**src/design/oef_pkg.sv**
```systemverilog
// ----------------------------------------------------------------------------
// oef_pkg
// Types and constants shared by the one euro vector filter core modules.
// ----------------------------------------------------------------------------
`default_nettype none

package oef_pkg;

	localparam int IO_WIDTH      = 32;
	localparam int DT_WIDTH      = 19;
	localparam int CFG_WIDTH     = 32;
	localparam int CFG_IDX_WIDTH = 2;
	localparam int AXES          = 3;

	localparam logic [CFG_IDX_WIDTH-1:0] CFG_MIN_CUTOFF   = 2'd0;
	localparam logic [CFG_IDX_WIDTH-1:0] CFG_BETA         = 2'd1;
	localparam logic [CFG_IDX_WIDTH-1:0] CFG_DERIV_CUTOFF = 2'd2;

	localparam logic [CFG_WIDTH-1:0] MIN_CUTOFF_RST   = 32'h0001_0000;
	localparam logic [CFG_WIDTH-1:0] BETA_RST         = 32'h0000_0000;
	localparam logic [CFG_WIDTH-1:0] DERIV_CUTOFF_RST = 32'h0001_0000;

	localparam int RATE_WIDTH  = 40;
	localparam int ALPHA_WIDTH = 16;
	localparam int WPROD_WIDTH = 51;
	localparam int W_WIDTH     = 35;
	localparam int NUM_WIDTH   = 54;
	localparam int DEN_WIDTH   = 55;
	localparam int SUM_WIDTH   = 64;
	localparam int SPEED_WIDTH = 32;
	localparam int DIV_STEPS   = 40;
	localparam int SQRT_STEPS  = 32;
	localparam int CNT_WIDTH   = 6;

	// 2*pi in Q16, the tau scale 2^16 * 10^6, and 10^6.
	localparam logic [18:0]          TWO_PI_Q16 = 19'd411775;
	localparam logic [DEN_WIDTH-1:0] TAU_SCALE  = 55'd65536000000;
	localparam logic [19:0]          MICRO      = 20'd1000000;

	localparam logic signed [RATE_WIDTH-1:0] RATE_MAX = {1'b0, {(RATE_WIDTH-1){1'b1}}};
	localparam logic signed [RATE_WIDTH-1:0] RATE_MIN = {1'b1, {(RATE_WIDTH-1){1'b0}}};

	typedef enum logic [3:0] {
		OP_NONE,
		OP_LOAD,
		OP_WCALC,
		OP_NUM,
		OP_DIV,
		OP_RATE_MUL,
		OP_RATE_ACC,
		OP_SQ,
		OP_SQRT,
		OP_CUT,
		OP_BLEND_MUL,
		OP_BLEND_ACC,
		OP_WRITE
	} oef_op_t;

	typedef struct packed {
		oef_op_t    op;
		logic       alpha_step;
		logic       use_cut;
		logic [1:0] axis;
	} oef_cmd_t;

	typedef struct packed {
		logic fast;
	} oef_status_t;

endpackage

`default_nettype wire

```
**src/design/oef_ctrl.sv**
```systemverilog
// ----------------------------------------------------------------------------
// oef_ctrl
// Sequencer of the filter: steps the datapath through one sample per pass.
// ----------------------------------------------------------------------------
`default_nettype none

module oef_ctrl (
	input  logic                 clk,
	input  logic                 arst_n,
	input  logic                 in_valid,
	output logic                 in_ready,
	output logic                 out_valid,
	input  logic                 out_ready,
	input  oef_pkg::oef_status_t status,
	output oef_pkg::oef_cmd_t    cmd
);
	import oef_pkg::*;

	localparam logic [CNT_WIDTH-1:0] RDIV_LAST  = CNT_WIDTH'(DIV_STEPS - 1);
	localparam logic [CNT_WIDTH-1:0] ADIV_LAST  = CNT_WIDTH'(ALPHA_WIDTH - 1);
	localparam logic [CNT_WIDTH-1:0] ALPHA_END  = CNT_WIDTH'(ALPHA_WIDTH);
	localparam logic [CNT_WIDTH-1:0] SQ_LAST    = CNT_WIDTH'(AXES - 1);
	localparam logic [CNT_WIDTH-1:0] SQRT_LAST  = CNT_WIDTH'(SQRT_STEPS - 1);

	typedef enum logic [3:0] {
		S_IDLE,
		S_BRANCH,
		S_WCALC1,
		S_NUM1,
		S_RDIV,
		S_RMUL,
		S_RACC,
		S_SQ,
		S_SQRT,
		S_CUT,
		S_WCALC2,
		S_NUM2,
		S_ADIV,
		S_BMUL,
		S_BACC,
		S_WRITE
	} state_t;

	state_t               state_q;
	logic [CNT_WIDTH-1:0] cnt_q;
	logic                 out_valid_q;
	logic                 slot_free;

	assign in_ready  = (state_q == S_IDLE);
	assign out_valid = out_valid_q;
	assign slot_free = !out_valid_q || out_ready;

	always_comb begin
		cmd            = '0;
		cmd.op         = OP_NONE;
		case (state_q)
			S_IDLE:   if (in_valid) cmd.op = OP_LOAD;
			S_WCALC1: cmd.op = OP_WCALC;
			S_NUM1:   cmd.op = OP_NUM;
			S_RDIV: begin
				cmd.op         = OP_DIV;
				cmd.alpha_step = (cnt_q < ALPHA_END);
			end
			S_RMUL:   cmd.op = OP_RATE_MUL;
			S_RACC:   cmd.op = OP_RATE_ACC;
			S_SQ: begin
				cmd.op   = OP_SQ;
				cmd.axis = cnt_q[1:0];
			end
			S_SQRT:   cmd.op = OP_SQRT;
			S_CUT:    cmd.op = OP_CUT;
			S_WCALC2: begin
				cmd.op      = OP_WCALC;
				cmd.use_cut = 1'b1;
			end
			S_NUM2:   cmd.op = OP_NUM;
			S_ADIV: begin
				cmd.op         = OP_DIV;
				cmd.alpha_step = 1'b1;
			end
			S_BMUL:   cmd.op = OP_BLEND_MUL;
			S_BACC:   cmd.op = OP_BLEND_ACC;
			S_WRITE:  if (slot_free) cmd.op = OP_WRITE;
			default:  cmd.op = OP_NONE;
		endcase
	end

	always_ff @(posedge clk or negedge arst_n) begin
		if (!arst_n) begin
			state_q     <= S_IDLE;
			cnt_q       <= '0;
			out_valid_q <= 1'b0;
		end else begin
			// In the write state the output register is refilled below instead.
			if (out_valid_q && out_ready && (state_q != S_WRITE)) out_valid_q <= 1'b0;
			case (state_q)
				S_IDLE:   if (in_valid) state_q <= S_BRANCH;
				S_BRANCH: state_q <= status.fast ? S_WRITE : S_WCALC1;
				S_WCALC1: state_q <= S_NUM1;
				S_NUM1: begin
					state_q <= S_RDIV;
					cnt_q   <= '0;
				end
				S_RDIV: begin
					cnt_q <= cnt_q + 1'b1;
					if (cnt_q == RDIV_LAST) state_q <= S_RMUL;
				end
				S_RMUL:   state_q <= S_RACC;
				S_RACC: begin
					state_q <= S_SQ;
					cnt_q   <= '0;
				end
				S_SQ: begin
					cnt_q <= cnt_q + 1'b1;
					if (cnt_q == SQ_LAST) begin
						state_q <= S_SQRT;
						cnt_q   <= '0;
					end
				end
				S_SQRT: begin
					cnt_q <= cnt_q + 1'b1;
					if (cnt_q == SQRT_LAST) state_q <= S_CUT;
				end
				S_CUT:    state_q <= S_WCALC2;
				S_WCALC2: state_q <= S_NUM2;
				S_NUM2: begin
					state_q <= S_ADIV;
					cnt_q   <= '0;
				end
				S_ADIV: begin
					cnt_q <= cnt_q + 1'b1;
					if (cnt_q == ADIV_LAST) state_q <= S_BMUL;
				end
				S_BMUL:   state_q <= S_BACC;
				S_BACC:   state_q <= S_WRITE;
				S_WRITE: begin
					if (slot_free) begin
						out_valid_q <= 1'b1;
						state_q     <= S_IDLE;
					end
				end
				default:  state_q <= S_IDLE;
			endcase
		end
	end

endmodule

`default_nettype wire

```
**config.mk**
```make
export PLATFORM = sky130hd
export DESIGN_NAME = oef_ctrl
export DESIGN_NICKNAME = d
export VERILOG_FILES = /design/src/design/oef_pkg.sv /design/src/design/oef_ctrl.sv
export SDC_FILE = /design/constraint.sdc
export NUM_CORES = 1
export LEC_CHECK = 0
export BUFFER_PORTS_ARGS = -buffer_cell sky130_fd_sc_hd__clkbuf_2
export CAP_MARGIN = 0
export CORE_MARGIN = 2
export CORE_UTILIZATION = 40
export DETAILED_ROUTE_END_ITERATION = 8
export PLACE_DENSITY_LB_ADDON = 0.2
export SKIP_LAST_GASP = 1
export SYNTH_ARGS = -nofsm -noshare
export SYNTH_HDL_FRONTEND = slang
export SYNTH_SLANG_ARGS = --single-unit
export TNS_END_PERCENT = 50
```
**constraint.sdc**
```tcl
create_clock -name clk -period 2.2 [get_ports clk]
set_input_delay 0.22 -clock clk [delete_from_list [all_inputs] [get_ports clk]]
set_output_delay 0.22 -clock clk [all_outputs]
set_load 0.05 [all_outputs]
```
==> impl_metrics.py <==
metrics = {
    "critical_path": {
        "startpoint_type": "flop",
        "path_max_fanout": 14,
        "end_kind": "primary output",
        "worstPathArrival_ps": 1860,
        "crit_required_ps": 1980,
        "worstSetupPathType": "reg2out",
        "max_stage_delay_ps": 670,
        "crit_chain": "or2b_1 > a21o_1 > a21oi_1 > clkbuf_2",
        "critPathLaunch": "state_q[1]$_DFFE_PN0P_",
        "critPathBufInv": 1,
        "r2r-start": "state_q[1]$_DFFE_PN0P_",
        "reg2reg_depth": 5,
        "crit_slowest_cell": "dfrtp_1",
        "cpLargestDelayFamily": "flip-flops",
        "ff2ff_setup_slack_ps": 240,
        "r2r_end": "state_q[3]$_DFFE_PN0P_",
    },
    "die": {
        "die_h_um": 51.89,
        "die_w_um": 51.89,
        "die_area_um2": 2692,
        "num_rows": 17,
        "initial_core_util_pct": 41.86,
        "ios": 15,
        "core_area_um2": 2191,
    },
    "drt": {
        "wirelength_mm": 1.988,
        "viasPerCell": 5.313,
        "dr.pass1.iters": 4,
        "antenna_left": 0,
        "drcViolationCount": 0,
        "drt_iter0_markers": 13,
        "via_count": 797,
        "wl_per_cell_um": 13.25,
    },
    "final_layout": {
        "syn2layout_area_growth_pct": 11.60,
        "fillers": 230,
        "nets": 130,
        "antenna_cells": 0,
        "instances_no_fill": 150,
        "layout-drive-gt1-share_pct": 27.05,
    },
    "placed_design": {
        "port-buffer-count": 14,
        "gp_congestion": 0.8330,
        "place_inst": 145,
        "place_hpwl_mm": 1.495,
    },
    "timing": {
        "hold_ws_ps": 267.1,
        "skew_ps": 2.396,
        "grt_setup_unrepaired": "true",
        "tightestPinTransition_ps": 513.6,
        "setup_viol": 0,
        "slew_violations": 0,
        "setup-tns-final_ps": 0,
        "fin_crit_sh_pct": 94.55,
        "clock.fmax_mhz": 480.8,
        "slew_headroom_pct": 65.76,
        "hold_viol": 0,
        "min_period_ps": 2080,
    },
    "hold_path": {
        "hold_path_startpoint": "out_ready",
        "holdPathEnd": "out_valid$_DFF_PN0_",
        "whs_path_depth": 3,
        "hold_path.class": "in2reg",
    },
    "global_route": {
        "antenna_found_initial": 0,
        "top_usage_layer": "met1",
        "gr-total-overflow": 0,
        "grt_usage_pct": 16.61,
        "grt_max_degree": 17,
        "use_met2_pct": 23.84,
        "use_met1_pct": 25.09,
        "grt_pass1_vias": 723,
        "grt_pass1_wl_mm": 3.360,
        "use_met3_pct": 6.034,
    },
    "yosys": {
        "ys_ff_latch": 11,
        "seq_area_frac_synth_pct": 30.01,
        "avgSynthCellArea_um2": 8.571,
        "yosysWarnings": 0,
        "synth-edff-count": 0,
        "synth.area.top_cells": "dfrtp_1 30%, nor2_1 7.0%, xor2_1 3.8%",
        "synth_cells": 107,
        "synth_nets": 114,
        "synth_async_sr_flop_share_pct": 100.0,
        "yosysTopAreaCell": "dfrtp_1",
        "yosysTopAreaCellShare_pct": 30.01,
        "synth_cell_types": 46,
        "ys.flop_type": "dfrtp_1",
        "synth_area_um2": 917.1,
    },
    "clock_network": {
        "post_cts_buffers": 0,
        "cts_buffer_depth": 2,
        "cts_sinks": 11,
        "ctsHtreeMaxLevel": 1,
        "numCtsBuffers": 3,
        "clk-insertion-delay-late_ps": 270,
        "clkTransAtPathRegs_ps": 80,
        "cts_tree": "done",
        "root_buffer": "clkbuf_4",
    },
    "run": {
        "cap_violations": 0,
    },
    "run_status": {
        "status": "complete, no violations",
    },
}
kinds of logic after synthesis:
family,share of synthesized area [%]
buffers and inverters,9.276
AND/OR/NAND/NOR,26.06
multiplexers,5.457
XOR/XNOR,4.775
flip-flops,30.01
AO/OA/AOI/OAI,21.69
adder cells (fa/ha/maj),2.728
sequential cells by signal (all words and copies together) (netlist names):
signal     flops
cnt_q          6
state_q        4
out_valid      1
how the worst max path moves through the flow:
| stage | end | slack, ps | cells past startpoint |
|---|---|---|---|
| final | cmd[4] | 120 | 4 |
| after global routing | cmd[4] | -8 | 4 |
| after CTS | cmd[6] | 100 | 4 |
| after detailed placement | state_q[3]$_DFFE_PN0P_ | 180 | 5 |
| after global placement | state_q[3]$_DFFE_PN0P_ | 260 | 5 |
| after floorplan | cmd[4] | 140 | 5 |
layer usage:
layer / wire, µm / vias to the layer above / share of wire (%)
li1: - / 409 / -
met1: 1002 / 374 / 50
met2: 902 / 14 / 45
met3: 83 / 0 / 4.2
met4: 0 / 0 / 0
met5: 0 / - / 0
layout by cell type (no fill, tap or decap), drive strengths merged, types with 4 or more instances in the layout:
cell,Yosys,routed
dfrtp,11,11
clkbuf,3,18
nor2,17,17
o21ai,6,6
nand2,10,10
xor2,4,4
a21oi,6,6
area by class of cell:
cell class / instances / area, µm² / area share, %
Clock buffer: 4 / 26.28 / 2.567
Inverter: 3 / 11.26 / 1.100
Multi-Input combinational cell: 86 / 571.8 / 55.87
Sequential cell: 11 / 276.5 / 27.02
Tap cell: 28 / 35.03 / 3.423
Timing Repair Buffer: 18 / 102.6 / 10.02
tightest hold or removal path: cells and delay by family:
family / cells / cell delay, ps
buf+inv: 1 / 90
simple gates: 1 / 120
compound gates: 1 / 80
through the flow:
stage          setup WS (ps)  area [µm²]  util [%]
2_1_floorplan          141.4       932.1         -
3_3_place_gp           257.9       985.9     45.00
3_5_place_dp           183.2       985.9     45.00
4_1_cts                101.7        1022     46.66
5_1_grt               -8.082        1023     46.72
6_report               120.0        1023     46.72
Yosys cell counts, types with 2 or more instances:
library cell,count
a21oi_1,5
a31oi_1,2
and2_1,2
buf_6,2
clkbuf_8,2
dfrtp_1,11
ha_1,2
inv_1,3
mux2_4,2
mux2i_1,2
nand2_1,9
nand2b_1,3
nand3_1,2
nand4_1,3
nor2_1,17
nor2b_1,2
nor3_1,2
o21ai_0,5
xor2_1,4
timing repair:
| item | 4_1_cts | 5_1_grt |
|---|---|---|
| endpoints found under the hold margin | 11 | 0 |
| setup endpoints to repair | 0 | 2 |
| hold buffers | 1 | 0 |
| resized for setup | 0 | 1 |
Power is left out: the tool's default activity adds up to more than one toggle a clock period on the data nets, which glitch-free logic cannot reach.
